`src/design/ssd_pkg.sv`:
```
`default_nettype none

package ssd_pkg;

   // default widths of the sample path and the wait counter
   localparam int SAMPLE_BITS_DEF = 10;
   localparam int WAIT_BITS_DEF   = 16;

   // fixed register widths
   localparam int THRESH_W   = 10;
   localparam int SETTLE_W   = 16;
   localparam int CSR_DATA_W = 16;
   localparam int CSR_IDX_W  = 1;

   // register reset values
   localparam logic [THRESH_W-1:0] THRESH_RST = THRESH_W'(512);
   localparam logic [SETTLE_W-1:0] SETTLE_RST = SETTLE_W'(20);

   // register indexes
   typedef enum logic [CSR_IDX_W-1:0] {
      CSR_PRESS_THRESHOLD = 1'b0,
      CSR_SETTLE_TICKS    = 1'b1
   } csr_index_type;

   // item commands
   typedef enum logic {
      CMD_TICK   = 1'b0,
      CMD_SAMPLE = 1'b1
   } command_type;

   // debouncer phases
   typedef enum logic [1:0] {
      PH_IDLE            = 2'd0,
      PH_MAYBE           = 2'd1,
      PH_PUSHED          = 2'd2,
      PH_MAYBE_FROM_PUSH = 2'd3
   } phase_type;

   // configuration as seen by the datapath
   typedef struct packed {
      logic [THRESH_W-1:0] press_threshold;
      logic [SETTLE_W-1:0] settle_ticks;
   } csr_type;

endpackage

`default_nettype wire

```
`src/design/ssd_csr.sv`:
```
`default_nettype none

module ssd_csr
   import ssd_pkg::*;
(
   input  wire logic                  clock,
   input  wire logic                  reset,
   input  wire logic                  csr_write_enable,
   input  wire logic [CSR_IDX_W-1:0]  csr_index,
   input  wire logic [CSR_DATA_W-1:0] csr_write_data,
   output csr_type                    csr_out
);

   csr_type csr_ff;

   // register writes
   always_ff @(posedge clock) begin
      if (reset) begin
         csr_ff.press_threshold <= THRESH_RST;
         csr_ff.settle_ticks    <= SETTLE_RST;
      end else if (csr_write_enable) begin
         case (csr_index_type'(csr_index))
            CSR_PRESS_THRESHOLD: begin
               csr_ff.press_threshold <= csr_write_data[THRESH_W-1:0];
            end
            CSR_SETTLE_TICKS: begin
               csr_ff.settle_ticks <= csr_write_data[SETTLE_W-1:0];
            end
            default: begin
            end
         endcase
      end
   end

   assign csr_out = csr_ff;

endmodule

`default_nettype wire

```
`src/design/ssd_in_stage.sv`:
```
`default_nettype none

module ssd_in_stage
   import ssd_pkg::*;
#(
   parameter int SAMPLE_BITS = SAMPLE_BITS_DEF
) (
   input  wire logic                   clock,
   input  wire logic                   reset,
   input  wire logic                   req_valid,
   output logic                        req_stall,
   input  wire logic                   req_command,
   input  wire logic [SAMPLE_BITS-1:0] req_sample_code,
   input  wire logic                   advance,
   output logic                        item_valid,
   output command_type                 item_command,
   output logic [SAMPLE_BITS-1:0]      item_sample
);

   logic                   valid_ff;
   logic                   valid_in;
   command_type            command_ff;
   logic [SAMPLE_BITS-1:0] sample_ff;
   logic                   take;

   // stage is free when empty or its beat moves on this cycle
   assign req_stall = valid_ff && !advance;
   assign take      = req_valid && !req_stall;
   assign valid_in  = take || (valid_ff && !advance);

   always_ff @(posedge clock) begin
      if (reset) begin
         valid_ff <= 1'b0;
      end else begin
         valid_ff <= valid_in;
      end
   end

   // payload, no reset
   always_ff @(posedge clock) begin
      if (take) begin
         command_ff <= command_type'(req_command);
         sample_ff  <= req_sample_code;
      end
   end

   assign item_valid   = valid_ff;
   assign item_command = command_ff;
   assign item_sample  = sample_ff;

endmodule

`default_nettype wire

```
`src/design/ssd_core.sv`:
```
`default_nettype none

module ssd_core
   import ssd_pkg::*;
#(
   parameter int SAMPLE_BITS = SAMPLE_BITS_DEF,
   parameter int WAIT_BITS   = WAIT_BITS_DEF
) (
   input  wire logic                   clock,
   input  wire logic                   reset,
   input  wire csr_type                csr,
   input  wire logic                   item_valid,
   input  wire command_type            item_command,
   input  wire logic [SAMPLE_BITS-1:0] item_sample,
   output logic                        advance,
   output logic                        rsp_valid,
   input  wire logic                   rsp_stall,
   output logic                        rsp_debounced_press,
   output logic                        rsp_led_level,
   output logic [1:0]                  rsp_debounce_phase
);

   phase_type              phase_ff, phase_in;
   logic [WAIT_BITS-1:0]   wait_ff, wait_in;
   logic                   press_ff, press_in;
   logic                   handled_ff, handled_in;
   logic                   led_ff, led_in;

   logic                   rsp_valid_ff;
   logic                   rsp_press_ff;
   logic                   rsp_led_ff;
   phase_type              rsp_phase_ff;

   logic                   fire;
   logic                   pressed;
   logic [SAMPLE_BITS+THRESH_W-1:0] thresh_wide;
   logic [SAMPLE_BITS-1:0]          thresh;
   logic [WAIT_BITS+SETTLE_W-1:0]   settle_wide;
   logic [WAIT_BITS-1:0]            settle;

   // result register loads when empty or its beat is taken
   assign advance = !rsp_valid_ff || !rsp_stall;
   assign fire    = item_valid && advance;

   // fit threshold and settle value to the configured widths
   assign thresh_wide = {{SAMPLE_BITS{1'b0}}, csr.press_threshold};
   assign thresh      = thresh_wide[SAMPLE_BITS-1:0];
   assign settle_wide = {{WAIT_BITS{1'b0}}, csr.settle_ticks};
   assign settle      = settle_wide[WAIT_BITS-1:0];
   assign pressed     = item_sample > thresh;

   // next state for one item
   always_comb begin
      phase_in   = phase_ff;
      wait_in    = wait_ff;
      press_in   = press_ff;
      handled_in = handled_ff;
      led_in     = led_ff;
      if (item_command == CMD_TICK) begin
         if (wait_ff != '0) begin
            wait_in = wait_ff - WAIT_BITS'(1);
         end
      end else begin
         if (wait_ff == '0) begin
            wait_in = settle;
            case (phase_ff)
               PH_IDLE: begin
                  phase_in = pressed ? PH_MAYBE : PH_IDLE;
               end
               PH_MAYBE: begin
                  if (pressed) begin
                     phase_in   = PH_PUSHED;
                     press_in   = 1'b1;
                     handled_in = 1'b0;
                  end else begin
                     phase_in = PH_IDLE;
                     press_in = 1'b0;
                  end
               end
               PH_PUSHED: begin
                  phase_in = pressed ? PH_PUSHED : PH_MAYBE_FROM_PUSH;
               end
               PH_MAYBE_FROM_PUSH: begin
                  if (pressed) begin
                     phase_in = PH_PUSHED;
                  end else begin
                     phase_in = PH_IDLE;
                     press_in = 1'b0;
                  end
               end
               default: begin
                  phase_in = PH_IDLE;
               end
            endcase
         end
         // toggle led once per new press
         if (press_in && !handled_in) begin
            handled_in = 1'b1;
            led_in     = !led_ff;
         end
      end
   end

   // debouncer state
   always_ff @(posedge clock) begin
      if (reset) begin
         phase_ff   <= PH_IDLE;
         wait_ff    <= '0;
         press_ff   <= 1'b0;
         handled_ff <= 1'b0;
         led_ff     <= 1'b0;
      end else if (fire) begin
         phase_ff   <= phase_in;
         wait_ff    <= wait_in;
         press_ff   <= press_in;
         handled_ff <= handled_in;
         led_ff     <= led_in;
      end
   end

   // result valid
   always_ff @(posedge clock) begin
      if (reset) begin
         rsp_valid_ff <= 1'b0;
      end else if (advance) begin
         rsp_valid_ff <= item_valid;
      end
   end

   // result payload
   always_ff @(posedge clock) begin
      if (fire) begin
         rsp_press_ff <= press_in;
         rsp_led_ff   <= led_in;
         rsp_phase_ff <= phase_in;
      end
   end

   assign rsp_valid           = rsp_valid_ff;
   assign rsp_debounced_press = rsp_press_ff;
   assign rsp_led_level       = rsp_led_ff;
   assign rsp_debounce_phase  = rsp_phase_ff;

endmodule

`default_nettype wire

```
`src/design/sensor_switch_debouncer_top.sv`:
```
// Line-sensor push-button debouncer.
// Request channel (req_valid / req_stall): each beat carries req_command,
// either a timer tick or a sensor sample, and req_sample_code for samples.
// Response channel (rsp_valid / rsp_stall): exactly one beat per request,
// in order, carrying the debounced press flag, the led level and the
// debouncer phase after that request.
// Config port (csr_*): index 0 is the press threshold, index 1 the settle
// tick count; write only while no request is in flight.
// Each request passes the input register, then the result register, on its
// way to a response. Throughput: one request per cycle while the receiver
// does not stall, set by the single state update between the two registers.
// Reset clears the phase, wait counter, press/handled flags and led, empties
// both registers and restores the threshold to 512 and settle count to 20.
// When the receiver stalls, the response holds, the input register keeps its
// beat and req_stall rises while that register is full.
`default_nettype none

module sensor_switch_debouncer_top
   import ssd_pkg::*;
#(
   parameter int SAMPLE_BITS = SAMPLE_BITS_DEF,
   parameter int WAIT_BITS   = WAIT_BITS_DEF
) (
   input  wire logic                   clock,
   input  wire logic                   reset,
   input  wire logic                   req_valid,
   output logic                        req_stall,
   input  wire logic                   req_command,
   input  wire logic [SAMPLE_BITS-1:0] req_sample_code,
   output logic                        rsp_valid,
   input  wire logic                   rsp_stall,
   output logic                        rsp_debounced_press,
   output logic                        rsp_led_level,
   output logic [1:0]                  rsp_debounce_phase,
   input  wire logic                   csr_write_enable,
   input  wire logic [CSR_IDX_W-1:0]   csr_index,
   input  wire logic [CSR_DATA_W-1:0]  csr_write_data
);

   csr_type                csr;
   logic                   advance;
   logic                   item_valid;
   command_type            item_command;
   logic [SAMPLE_BITS-1:0] item_sample;

   ssd_csr u_csr (
      .clock            (clock),
      .reset            (reset),
      .csr_write_enable (csr_write_enable),
      .csr_index        (csr_index),
      .csr_write_data   (csr_write_data),
      .csr_out          (csr)
   );

   ssd_in_stage #(
      .SAMPLE_BITS (SAMPLE_BITS)
   ) u_in (
      .clock           (clock),
      .reset           (reset),
      .req_valid       (req_valid),
      .req_stall       (req_stall),
      .req_command     (req_command),
      .req_sample_code (req_sample_code),
      .advance         (advance),
      .item_valid      (item_valid),
      .item_command    (item_command),
      .item_sample     (item_sample)
   );

   ssd_core #(
      .SAMPLE_BITS (SAMPLE_BITS),
      .WAIT_BITS   (WAIT_BITS)
   ) u_core (
      .clock               (clock),
      .reset               (reset),
      .csr                 (csr),
      .item_valid          (item_valid),
      .item_command        (item_command),
      .item_sample         (item_sample),
      .advance             (advance),
      .rsp_valid           (rsp_valid),
      .rsp_stall           (rsp_stall),
      .rsp_debounced_press (rsp_debounced_press),
      .rsp_led_level       (rsp_led_level),
      .rsp_debounce_phase  (rsp_debounce_phase)
   );

endmodule

`default_nettype wire

```
`config.mk`:
```
export PLATFORM = sky130hd
export DESIGN_NAME = sensor_switch_debouncer_top
export DESIGN_NICKNAME = d
export VERILOG_FILES = /design/src/design/ssd_pkg.sv /design/src/design/ssd_csr.sv /design/src/design/ssd_in_stage.sv /design/src/design/ssd_core.sv /design/src/design/sensor_switch_debouncer_top.sv
export SDC_FILE = /design/constraint.sdc
export NUM_CORES = 1
export LEC_CHECK = 0
export BUFFER_PORTS_ARGS = -buffer_cell sky130_fd_sc_hd__buf_2
export CORE_MARGIN = 3
export CORE_UTILIZATION = 55
export DETAILED_ROUTE_END_ITERATION = 6
export GPL_TIMING_DRIVEN = 0
export PLACE_DENSITY = 0.74
export SYNTH_ARGS = -nofsm -noshare
export SYNTH_HDL_FRONTEND = slang
export SYNTH_SLANG_ARGS = --single-unit
```
`constraint.sdc`:
```
create_clock -name clock -period 6.9 [get_ports clock]
set_input_delay 0.345 -clock clock [delete_from_list [all_inputs] [get_ports clock]]
set_output_delay 0.345 -clock clock [all_outputs]
set_load 0.1 [all_outputs]
```
# Word-level counts from Yosys, hierarchy flattened

Cells that the tools add are included.

Reductions and logical operators: 21
Mux-type cells: 22
Add/subtract/negate cells: 1
Eq/ne operators: 4
Order comparisons: 1
Bitwise logic cells: 1

Operator list:

| cell                                                                  | number |
|---|---|
| 16-bit 2-to-1 mux                                                     | 3 |
| 16-bit zero test                                                      | 1 |
| 16-bit nonzero test                                                   | 1 |
| 16-bit by 1-bit subtractor with 16-bit output, second input constant  | 1 |
| 1-bit 2-to-1 mux                                                      | 14 |
| 10-bit > comparator                                                   | 1 |
| 1-bit zero test                                                       | 6 |
| 2-bit 2-to-1 mux                                                      | 3 |
| 2-bit one-hot mux with 3 select lines                                 | 1 |
| 2-bit AND reduction                                                   | 3 |
| 2-bit equality test, second input constant                            | 2 |
| 1-bit logical AND                                                     | 4 |
| 3-bit AND reduction                                                   | 1 |
| 2-bit by 1-bit equality test with 1-bit output, second input constant | 1 |
| 2-bit zero test                                                       | 1 |
| 1-bit logical OR                                                      | 2 |
| 2-bit by 1-bit != test with 1-bit output, second input constant       | 1 |
| 1-bit one-hot mux with 2 select lines                                 | 1 |
| 2-bit nonzero test                                                    | 1 |
| 2-bit OR reduction                                                    | 1 |
| 1-bit NOT                                                             | 1 |

Logic and storage cells: 64
Register bits after elaboration: 64

# Logic depth before layout (Yosys ltp)

Gate-level depths: netlist of run 1.

Depth in word-level cells: 9
Depth in mapped cells: 9
Gate-level depth less buffers: 8

# Hierarchy

From an unflattened synthesis of run 1, not the netlist that was laid out.

Cell total of the unflattened synthesis: 351
Area total of the unflattened synthesis: 3374.5 um^2

By module, submodules not included:

| module       | area an instance (um^2) | instances | cells each |
|---|---|---|---|
| ssd_core     | 1860.5                  | 1         | 227 |
| ssd_csr      | 1133.6                  | 1         | 109 |
| ssd_in_stage | 380.4                   | 1         | 15 |

# Least setup slack after synthesis of run 1

No wires, ideal clock.

Kind: register to register
Start point: reg u_core.rsp_valid_ff, in the netlist u_core.rsp_valid
End point: reg u_in.command_ff, in the netlist u_in.item_command, enable pin
Setup time: 0.354 ns
Path slack: 4.244 ns
Stages on the path, launching flop included: 3
Data arrival time: 2.302 ns
Buffers on the path: 0
Period minus slack after synthesis: 2.656 ns
Cells stage by stage: dfxtp_1 > and3_1 > nor2b_1

Word-level cells in the longest chain between the ends: 6

Ends and longest elaborated chain:

| what                     | line                              | RTL |
|---|---|---|
| start: declaration       | ssd_core.sv:29                    | `logic rsp_valid_ff;` |
| start signal: assignment | ssd_core.sv:126                   | `rsp_valid_ff <= item_valid;` |
| 1-bit zero test          | ssd_core.sv:42                    | `assign advance = !rsp_valid_ff \|\| !rsp_stall;` |
| 1-bit logical OR         | ssd_core.sv:42                    |  |
| 1-bit zero test          | ssd_in_stage.sv:27                | `assign req_stall = valid_ff && !advance;` |
| 1-bit logical AND        | ssd_in_stage.sv:27                |  |
| via req_stall            | sensor_switch_debouncer_top.sv:27 | `output logic req_stall,` |
| 1-bit zero test          | ssd_in_stage.sv:28                | `assign take = req_valid && !req_stall;` |
| 1-bit logical AND        | ssd_in_stage.sv:28                |  |
| via u_in.take            | ssd_in_stage.sv:24                | `logic take;` |
| end signal: assignment   | ssd_in_stage.sv:42                | `command_ff <= command_type'(req_command);` |
| end: declaration         | ssd_in_stage.sv:22                | `command_type command_ff;` |

The timed path passes the listed nets, and every way through them passes these cells.
A chain may end at the register's enable or synchronous reset.

# Worst setup path after layout of run 1

Start point: reg u_in.sample_ff[9], in the netlist u_in.item_sample[9]
End point: reg u_core.rsp_led_ff, in the netlist u_core.rsp_led_level, data pin

Word-level cells in the longest chain between the ends: 9
Elaborated cells on any way between the ends: 14
Classes of those cells: order compare (1); mux (11); reduce/logical (2)

Ends and longest elaborated chain:

| what                     | line               | RTL |
|---|---|---|
| start: declaration       | ssd_in_stage.sv:23 | `logic [SAMPLE_BITS-1:0] sample_ff;` |
| start signal: assignment | ssd_in_stage.sv:43 | `sample_ff <= req_sample_code;` |
| 10-bit > comparator (*)  | ssd_core.sv:50     | `assign pressed = item_sample > thresh;` |
| 1-bit 2-to-1 mux         | ssd_core.sv:71     | `if (pressed) begin` |
| 1-bit 2-to-1 mux         | ssd_core.sv:66     | `case (phase_ff)` |
| 1-bit 2-to-1 mux         | ssd_core.sv:64     | `if (wait_ff == '0) begin` |
| 1-bit 2-to-1 mux         | ssd_core.sv:59     | `if (item_command == CMD_TICK) begin` |
| 1-bit zero test          | ssd_core.sv:97     | `if (press_in && !handled_in) begin` |
| 1-bit logical AND (*)    | ssd_core.sv:97     |  |
| 1-bit 2-to-1 mux (*)     | ssd_core.sv:97     |  |
| 1-bit 2-to-1 mux (*)     | ssd_core.sv:59     |  |
| via u_core.led_in        | ssd_core.sv:27     | `logic led_ff, led_in;` |
| end signal: assignment   | ssd_core.sv:134    | `rsp_led_ff <= led_in;` |
| end: declaration         | ssd_core.sv:31     | `logic rsp_led_ff;` |

Mark *: on every way through the listed nets, which the timed path passes. The rest lies on a longest branch. The select of a mux whose other input is x is not followed.

==> results.ini, run 1 <==
[run_status]
status = finished, final reports clean

[final_layout]
fin_util_pct = 68.0
fin_nets = 464
syn_to_final_growth_pct = 15.3
diodes = 0
fin_cells = 495
drive_above_1_share_pct = 16.0

[power_and_ir_drop]
p_clk_share_pct = 26.5
pwr-share-seq_pct = 36.0
pwr-share-comb_pct = 37.5
ir_drop_mv = 0.190
p_int_uw = 762
cellPowerDensity_nw_per_um2 = 347
p_leak_nw = 1.38
total_power_mw = 1.25
netSwitchingFraction_pct = 39.1
p_switching_uw = 489

[yosys]
synth_flop_cell = dfxtp_1
ys_types = 59
syn_area_um2 = 3130
avgSynthCellArea_um2 = 8.41
synth_edf_count = 15
synth_seq_area_share_pct = 45.8
synth_cells = 372
synth_common_cells = 88 x nand2_1, 49 x dfxtp_1, 46 x a21oi_1
syn-num-nets = 416
synth_top_area_share_pct = 31.4
ys_seq_elements = 64
yosysTopAreaCell = dfxtp_1
async_reset_ff_share_pct = 0
ys_warn_count = 0
yosysMostFrequentCell = nand2_1
synthTopCellsByArea = dfxtp_1 31%, edfxtp_1 14%, nand2_1 11%

[clock_tree]
clk_path_buf_depth = 2
cts.root.buffer_cell = clkbuf_8
cts_setup_buffers = 0
cts_max_level = 3
clock_sinks = 64
cts_tree = yes
clk_transition_reported_paths_ns = 0.08
cts_resized = 0
cts_buffers = 9
postCtsHoldBufs = 0
insertion_delay_ns = 0.35

[die]
dieArea_um2 = 6630
core_area_um2 = 5300
rows = 26
die_w_um = 81.4
dieHeight_um = 81.4
ios = 39
initial_utilization_pct = 59.0

[global_route]
grt_pass1_wl_um = 12500
grt_pass1_vias = 2568
antenna_found_initial = 0
grt_use_total_pct = 25.1
overflow = 0
grt_max_degree = 13

[drt]
routed_wl_um = 7520
drtIter0Drc = 222
wl_per_cell_um = 15.2
via_count = 2779
postRouteAntennaNets = 0
vias_per_cell = 5.61
drc = 0
first_pass_iters = 4

[place]
dpl.hpwl_um = 5490
dp_cells = 479
io_buffers = 37
routabilityCongestion = 0.880

[worst_hold_path]
whs_path_depth = 1
min_to = u_in.item_sample[7]
hold_path_class = in -> reg
min_from = req_sample_code[7]

[setup_path]
critPathLaunchType = register
r2r_cells = 7
worst-setup-path-type = reg -> reg
crit_path_max_fanout = 10
cp-end-kind = register
r2r-end = u_core.rsp_led_level
cp.arrival_ns = 2.70
timing.rr.start = u_in.item_sample[9]
required_ns = 7.00
r2r_setup_slack_ns = 4.30

[timing]
worstMarginPinSlew_ns = 1.08
rsz0062_at_grt = no
slew_headroom_pct = 28.1
fin_crit_ns = 2.60
hold_viol = 0
drv_slew = 0
tns_ns = 0
fmax_ghz = 0.385
finClkSkew_ns = 0.00816
min_period_over_period_pct = 37.6
final-setup-viol-count = 0

[flow_run]
cap_viol_max_count = 0

[registers in the layout (all words and copies together), names as in the netlist, 2 cells and up]
register and cells:
u_in.item_sample 10, u_csr.csr_out 26, u_core.phase_ff 2, u_core.rsp_debounce_phase 2
u_core.wait_ff 16
[metal layers]
metal  track usage [%]  vias to the layer above  share of wire [%]
met5                 0                        -                  0
met4              8.61                        0                1.3
met3              6.21                       13                6.7
met2              39.7                       87                 46
met1              33.3                     1278                 46
li1                  -                     1401                  -
[cell usage in the layout, fill, tap and decap left out, types with 3 or more instances in the layout]
cell type / count
dfxtp_1: 49
nor3_1: 9
buf_1: 4
clkbuf_8: 10
edfxtp_1: 15
o31ai_1: 5
nor2b_1: 5
nand3b_1: 3
nand3_1: 5
nor2_1: 25
a21oi_1: 46
ha_1: 11
nand2_1: 88
buf_2: 37
and3_1: 3
o21ai_0: 16
clkbuf_1: 12
inv_1: 15
a211oi_1: 6
nor4_1: 4
[power groups by stage]
| stage | clock [mW] | sequential [mW] | combinational, mW |
|---|---|---|---|
| 6_report | 0.331 | 0.450 | 0.470 |
| 3_5_place_dp | 0 | 0.457 | 0.461 |
| 4_1_cts | 0.338 | 0.449 | 0.463 |
| 5_1_grt | 0.353 | 0.455 | 0.524 |
| 2_1_floorplan | 0 | 0.462 | 0.351 |
| 3_3_place_gp | 0 | 0.456 | 0.454 |
[how the worst max path moves through the flow]
| stage | startpoint | to | cells past startpoint |
|---|---|---|---|
| 3_3_place_gp | u_in.item_sample[9] | u_core.rsp_led_level | 7 |
| 6_report | u_in.item_sample[9] | u_core.rsp_led_level | 7 |
| 3_5_place_dp | u_in.item_sample[9] | u_core.rsp_led_level | 7 |
| 2_1_floorplan | u_core.rsp_valid | u_in.item_command | 2 |
| 4_1_cts | u_in.item_sample[9] | u_core.rsp_led_level | 7 |
| 5_1_grt | u_in.item_sample[9] | u_core.led_ff | 7 |
[through the flow]
stage | hold WS (ns) | area (um2) | setup WS, ns
after floorplan | 0.426 | 3130 | 4.24
after global placement | 0.436 | 3400 | 4.38
after detailed placement | 0.446 | 3400 | 4.33
after CTS | 0.148 | 3600 | 4.30
after global routing | 0.146 | 3600 | 4.14
final | 0.163 | 3600 | 4.30
[layout make-up]
cell class | count | area, um2
plain buffers | 17 | 67.6
clock buffers | 10 | 138
clock inverters | 6 | 67.6
fillers | 460 | 1700
inverters | 16 | 60.1
multi-input cells | 275 | 1570
flip-flops and latches | 64 | 1430
well taps | 70 | 87.6
repair buffers | 37 | 185
[logic make-up after synthesis]
kind of cell    Yosys count  synth area share [%]
flops                    64                  45.8
xor+xnor                  2                 0.560
compound gates           94                  18.4
simple gates            164                  25.3
mux                       4                  1.48
fa+ha+maj                11                  4.40
buf+inv                  33                  4.08
[critical path, stage by stage (launching register included)]
cell	delay, ns
edfxtp_1	0.37
ha_1	0.33
nand2_1	0.09
o21ai_0	0.35
a2111oi_0	0.15
a311oi_2	0.68
o211ai_1	0.21
xnor2_1	0.16
(Power assumes the default switching activity.)
==> run 2: changes to the inputs <==
--- a/config.mk
+++ b/config.mk
@@ -5,6 +5,7 @@
 export SDC_FILE = /design/constraint.sdc
 export NUM_CORES = 1
 export LEC_CHECK = 0
+export ABC_AREA = 1
 export BUFFER_PORTS_ARGS = -buffer_cell sky130_fd_sc_hd__buf_2
 export CORE_MARGIN = 3
 export CORE_UTILIZATION = 55
==> constraint.sdc (replaced) <==
create_clock -name clock -period 2.4 [get_ports clock]
set_input_delay 0.12 -clock clock [delete_from_list [all_inputs] [get_ports clock]]
set_output_delay 0.12 -clock clock [all_outputs]
set_load 0.1 [all_outputs]
==> results.ini, run 2 <==
[clock_tree]
cts.root.buffer_cell = clkbuf_8
cts_buffers = 9  ; unchanged
clk_transition_reported_paths_ns = 0.07  ; about the same
postCtsHoldBufs = 13  ; +13
insertion_delay_ns = 0.34  ; about the same
clk_path_buf_depth = 2  ; unchanged
clock_sinks = 64  ; unchanged
cts_resized = 0  ; unchanged
cts_max_level = 3  ; unchanged
cts_setup_buffers = 0  ; unchanged
cts_tree = yes

[timing]
finClkSkew_ns = 0.0102  ; +0.00202 ns
tns_ns = 0  ; unchanged
slew_headroom_pct = 53.2  ; +25 points
rsz0062_at_grt = no
fmax_ghz = 0.480  ; +25%
min_period_over_period_pct = 86.7  ; +49 points
hold_viol = 0  ; unchanged
fin_crit_ns = 2.08  ; -0.514 ns
hold_ws_ns = 0.0175  ; -0.145 ns
drv_slew = 0  ; unchanged
final-setup-viol-count = 0  ; unchanged
worstMarginPinSlew_ns = 0.700  ; -0.377 ns

[place]
routabilityCongestion = 0.859  ; -2.3%
io_buffers = 38  ; +2.7%
dpl.hpwl_um = 4890  ; -11%

[drt]
drc = 0  ; unchanged
via_count = 2729  ; -1.8%
wl_per_cell_um = 13.0  ; -14%
vias_per_cell = 5.20  ; -7.4%
routed_wl_um = 6830  ; -9.1%
postRouteAntennaNets = 0  ; unchanged
drtIter0Drc = 234  ; +5.4%
first_pass_iters = 4  ; unchanged

[setup_path]
worst-setup-path-type = reg -> reg
crit_chain = ha_1 > nand2_1 > nor2_1 > nand3_1 > nand3_1 > nand2_1 > nand2_1 > nand2_1 > nor2_2 > nand3_1 > nand2_1 > inv_1
crit_start = u_in.item_sample[9]
r2r_cells = 12  ; +5
timing.rr.start = u_in.item_sample[9]
path_buf_inv = 1  ; +1
max_stage_delay_ns = 0.38  ; -0.30 ns
r2r-end = u_core.rsp_led_level
critPathLaunchType = register
cpLargestDelayFamily = simple AND/OR/NAND/NOR gates
cp-end-kind = register
required_ns = 2.51  ; -4.49 ns
cp.arrival_ns = 2.19  ; -0.51 ns
r2r_setup_slack_ns = 0.32  ; -3.99 ns
crit_path_max_fanout = 4  ; -6
worst_path_most_repeated_cell = nand2_1
cpMaxStageDelayCell = edfxtp_1

[die]
die_w_um = 80.6  ; -0.97%
core_area_um2 = 5240  ; -1.2%
dieArea_um2 = 6500  ; -1.9%
ios = 39  ; unchanged
initial_utilization_pct = 58.5  ; -0.51 points
dieHeight_um = 80.6  ; -0.97%
rows = 26  ; unchanged

[worst_hold_path]
hold_path_class = in -> reg
min_from = reset
min_to = u_core.handled_ff
whs_path_depth = 2  ; +1

[yosys]
synth_cells = 388  ; +4.3%
ys_seq_elements = 64  ; unchanged
synth_mux_area_share_pct = 0  ; -1.5 points
synth_common_cells = 69 x nand2_1, 55 x nor2_1, 49 x dfxtp_1
ys_warn_count = 0  ; unchanged
avgSynthCellArea_um2 = 7.89  ; -6.1%
synth_top_family_by_area = simple AND/OR/NAND/NOR gates
ys_types = 35  ; -41%
syn-num-nets = 432  ; +3.8%
synth_flop_cell = dfxtp_1
yosysMostFrequentCell = nand2_1
synth-xor-area-share_pct = 1.43  ; +0.87 points
async_reset_ff_share_pct = 0  ; unchanged
synth_compound_gate_area_share_pct = 17.4  ; -1.0 points
synth_edf_count = 15  ; unchanged
synth_top_area_share_pct = 32.0  ; +0.67 points
yosys.area_share.simple_pct = 21.9  ; -3.4 points
synth_seq_area_share_pct = 46.8  ; +0.97 points
synth_adder_area_share_pct = 4.50  ; +0.094 points
syn_area_um2 = 3060  ; -2.1%
yosysTopAreaCell = dfxtp_1
synthTopCellsByArea = dfxtp_1 32%, edfxtp_1 15%, nand2_1 8.5%

[global_route]
overflow = 0  ; unchanged
grt_pass1_vias = 2554  ; -0.55%
grt_pass1_wl_um = 11500  ; -7.6%
grt_max_degree = 12  ; -1
grt_use_total_pct = 23.1  ; -2.0 points
antenna_found_initial = 0  ; unchanged

[final_layout]
diodes = 0  ; unchanged
final_common_cell = nand2_1
fillerInstances = 445  ; -3.3%
largest_reg_flops = 26  ; unchanged
final_cell_mix = 69 x nand2_1, 54 x nor2_1, 49 x dfxtp_1, 43 x o21ai_0, 42 x inv_1
syn_to_final_growth_pct = 19.6
drive_above_1_share_pct = 15.4  ; -0.62 points
fin_nets = 494  ; +6.5%

[power_and_ir_drop]
p_leak_nw = 1.62  ; +17%
pwr-share-seq_pct = 41.7  ; +5.7 points
pwr-share-comb_pct = 28.9  ; -8.6 points
netSwitchingFraction_pct = 33.6  ; -5.5 points
p_clk_share_pct = 29.4  ; +2.9 points
ir_drop_mv = 0.480  ; +150%
p_switching_mw = 1.03  ; +110%
cellPowerDensity_nw_per_um2 = 836  ; +140%
p_int_mw = 2.03  ; +170%
total_power_mw = 3.06  ; +140%

[run_status]
status = finished, final reports clean

[flow_run]
cap_viol_max_count = 0  ; unchanged

run 2: cell count changes after synthesis, moves of 6 or more:
cell / before / now
a211oi_1: 6 / 0
o21ai_0: 16 / 43
nand3_1: 5 / 13
nor2_1: 25 / 55
nor3_1: 9 / 3
inv_1: 15 / 42
nand2_1: 88 / 69
a21oi_1: 46 / 25
run 2: per-stage QoR:
stage	area (um2)	instances	setup WS (ns)	utilization, %
5_1_grt	3660	525	0.152	69.9
2_1_floorplan	3060	388	0.133	-
4_1_cts	3660	525	0.373	69.9
6_report	3660	525	0.318	69.9
3_3_place_gp	3340	496	0.423	63.8
3_5_place_dp	3340	496	0.377	63.8
run 2: power by group through the flow:
stage	Sequential, mW	Combinational [mW]	Clock (mW)
floorplan	1.32	0.650	0
global placement	1.29	0.836	0
detailed placement	1.30	0.857	0
CTS	1.27	0.878	0.912
global route	1.29	0.999	0.953
finish	1.28	0.887	0.900
run 2: how the worst max path moves through the flow:
stage,cells after the start,slack [ns],to
floorplan,3,0.13,u_in.item_valid
global placement,12,0.42,u_core.rsp_led_level
detailed placement,12,0.38,u_core.rsp_led_level
CTS,12,0.37,u_core.rsp_led_level
global route,13,0.15,u_core.rsp_led_level
finish,12,0.32,u_core.rsp_led_level
run 2: cell families after synthesis:
kind of cell               count (synthesis)
and+or+nand+nor                          155
AOI/OAI and AO/OA                         95
DFF                                       64
buffers and inverters                     58
adders and majority gates                 11
xor gates and xnor gates                   5
run 2: final cells by class:
class | instances | area (um2) | area share (%)
Timing Repair Buffer | 51 | 320 | 8.75
Tap cell | 70 | 87.6 | 2.39
Clock buffer | 12 | 145 | 3.96
Inverter | 44 | 166 | 4.54
Buffer | 14 | 78.8 | 2.15
Clock inverter | 4 | 45.0 | 1.23
Multi-Input combinational cell | 266 | 1390 | 37.9
Sequential cell | 64 | 1430 | 39.1
run 2: worst reg2reg max path, delay by kind of cell (launching register included):
family | cells | cell delay [ns]
and+or+nand+nor | 10 | 1.15
buffers and inverters | 1 | 0.04
adders and majority gates | 1 | 0.30
DFF | 1 | 0.38
run 2: metal layers:
layer,track usage (%),wire length [um],up-vias
li1,-,-,1410
met1,29.1,3160,1237
met2,38.6,3240,70
met3,3.81,270,12
met4,10.3,163,0
met5,0,0,-
==> run 3: changes to the inputs <==
--- a/config.mk
+++ b/config.mk
@@ -7,11 +7,13 @@
 export LEC_CHECK = 0
 export ABC_AREA = 1
 export BUFFER_PORTS_ARGS = -buffer_cell sky130_fd_sc_hd__buf_2
+export CELL_PAD_IN_SITES_DETAIL_PLACEMENT = 0
+export CELL_PAD_IN_SITES_GLOBAL_PLACEMENT = 1
 export CORE_MARGIN = 3
-export CORE_UTILIZATION = 55
+export CORE_UTILIZATION = 42
 export DETAILED_ROUTE_END_ITERATION = 6
 export GPL_TIMING_DRIVEN = 0
-export PLACE_DENSITY = 0.74
+export PLACE_DENSITY = 0.76
 export SYNTH_ARGS = -nofsm -noshare
 export SYNTH_HDL_FRONTEND = slang
 export SYNTH_SLANG_ARGS = --single-unit
==> results.ini, run 3 (synthesis gave the netlist of run 2 again) <==
[run_status]
status = finished, final reports clean

[power_and_ir_drop]
p_leak_nw = 1.61  ; -0.76%
ir_drop_mv = 0.312  ; -35%
p_switching_mw = 1.05  ; +2.2%
total_power_mw = 2.98  ; -2.7%
pwr-share-seq_pct = 42.8  ; +1.1 points
cellPowerDensity_nw_per_um2 = 812  ; -3.0%
pwr-share-comb_pct = 29.8  ; +0.9 points
p_int_mw = 1.93  ; -5.2%
p_clk_share_pct = 27.4  ; -2.0 points
netSwitchingFraction_pct = 35.3  ; +1.7 points

[setup_path]
cp-end-kind = register
critPathLaunchType = register
cp.arrival_ns = 2.14  ; -0.05 ns
required_ns = 2.51  ; about the same
crit_path_max_fanout = 4  ; unchanged
worst-setup-path-type = reg -> reg

[flow_run]
cap_viol_max_count = 0  ; unchanged

[drt]
drtIter0Drc = 142  ; -39%
wl_per_cell_um = 12.9  ; -0.69%
first_pass_iters = 5  ; +1
drc = 0  ; unchanged
routed_wl_um = 7120  ; +4.2%
via_count = 2665  ; -2.3%
postRouteAntennaNets = 0  ; unchanged
vias_per_cell = 4.84  ; -7.0%

[timing]
final-setup-viol-count = 0  ; unchanged
slew_headroom_pct = 54.1  ; +0.91 points
fmax_ghz = 0.491  ; +2.3%
min_period_over_period_pct = 84.8  ; -1.9 points
hold_ws_ns = 0.00789  ; -0.00963 ns
finClkSkew_ns = 0.00885  ; -0.00133 ns
worstMarginPinSlew_ns = 0.686  ; -0.0136 ns
drv_slew = 0  ; unchanged
rsz0062_at_grt = no
hold_viol = 0  ; unchanged
fin_crit_ns = 2.04  ; -0.0462 ns
tns_ns = 0  ; unchanged

[final_layout]
fin_nets = 494  ; unchanged
syn_to_final_growth_pct = 19.9
drive_above_1_share_pct = 15.2  ; -0.22 points
final_common_cell = nand2_1
fin_cells = 551  ; +5.0%
fillerInstances = 714  ; +60%
diodes = 0  ; unchanged
largest_reg_flops = 26  ; unchanged
final_cell_mix = 69 x nand2_1, 54 x nor2_1, 49 x dfxtp_1, 43 x o21ai_0, 42 x inv_1

[global_route]
overflow = 0  ; unchanged
grt_pass1_wl_um = 11700  ; +1.9%
antenna_found_initial = 0  ; unchanged
grt_use_total_pct = 17.9  ; -5.2 points
grt_max_degree = 12  ; unchanged
grt_pass1_vias = 2518  ; -1.4%

[clock_tree]
clock_sinks = 64  ; unchanged
cts_setup_buffers = 0  ; unchanged
cts.root.buffer_cell = clkbuf_8
insertion_delay_ns = 0.34  ; about the same
clk_path_buf_depth = 2  ; unchanged
cts_tree = yes
cts_max_level = 3  ; unchanged
clk_transition_reported_paths_ns = 0.07  ; about the same
cts_buffers = 9  ; unchanged

[die]
dieArea_um2 = 8350  ; +29%
die_w_um = 91.4  ; +13%
ios = 39  ; unchanged
rows = 30  ; +15%
dieHeight_um = 91.4  ; +13%
core_area_um2 = 6940  ; +33%
initial_utilization_pct = 44.1  ; -14 points

[place]
io_buffers = 38  ; unchanged
dpl.hpwl_um = 5140  ; +5.1%
dp_cells = 522  ; +5.2%
routabilityCongestion = 0.791  ; -7.9%

[worst_hold_path]
hold_path_class = in -> reg

run 3: cell count changes in the layout (fill, tap and decap cells not counted):
cell,previous run,this run
clkinv_1,0,1
clkinv_4,0,1
bufinv_16,1,0
clkinv_2,4,3
run 3: final timing paths:
path                             from                    to  slack [ns]  depth (start not counted)
hold / removal                  reset     u_core.wait_ff[1]       0.008                          2
setup / recovery  u_in.item_sample[8]  u_core.rsp_led_level        0.36                         12
hold reg to reg     u_csr.csr_out[20]     u_csr.csr_out[20]        0.46                          2
setup reg to reg  u_in.item_sample[8]  u_core.rsp_led_level        0.36                         12
run 3: repair_timing:
item | 4_1_cts | 5_1_grt
hold endpoints to repair | 13 | 0
gates resized for setup | 0 | 0
hold buffers | 13 | 0
endpoints found under the setup margin | 0 | 0
run 3: metal layers:
metal  part of all wire (%)  vias up  wire, um  track usage, %
li1                       -     1407         -               -
met1                     48     1197      3440            22.4
met2                     47       52      3330            29.8
met3                    3.2        9       231            3.23
met4                    1.7        0       121            8.04
met5                      0        -         0               0
run 3: cell type report:
cell class,instances,area [um2],share of cell area (%)
Sequential cell,64,1430,39.0
Inverter,44,166,4.53
Tap cell,96,120,3.27
Timing Repair Buffer,51,320,8.72
Clock inverter,4,22.5,0.613
Clock buffer,12,145,3.95
Multi-Input combinational cell,266,1390,37.8
Buffer,14,78.8,2.15
run 3: stage by stage:
stage               worst slack, ns  area (um2)  utilization, %
floorplan                     0.133        3060               -
global placement              0.352        3370            48.6
detailed placement            0.366        3370            48.6
CTS                           0.365        3670            52.9
global route                 0.0354        3670            52.9
finish                        0.365        3670            52.9
run 3: power by group through the flow:
stage / clock network, mW / logic, mW / registers [mW]
5_1_grt: 0.874 / 1.01 / 1.29
3_5_place_dp: 0 / 0.867 / 1.30
6_report: 0.817 / 0.889 / 1.27
2_1_floorplan: 0 / 0.650 / 1.32
3_3_place_gp: 0 / 0.862 / 1.30
4_1_cts: 0.833 / 0.892 / 1.27
run 3: critical path, stage by stage, from the launching register on:
cell	delay, ns
edfxtp_1	0.39
ha_1	0.29
nand2_1	0.07
nor2_1	0.19
nand3_1	0.10
nand3_1	0.09
nand2_1	0.15
nand2_1	0.10
nand2_1	0.06
nor2_2	0.15
nand3_1	0.09
nand2_1	0.09
inv_1	0.04
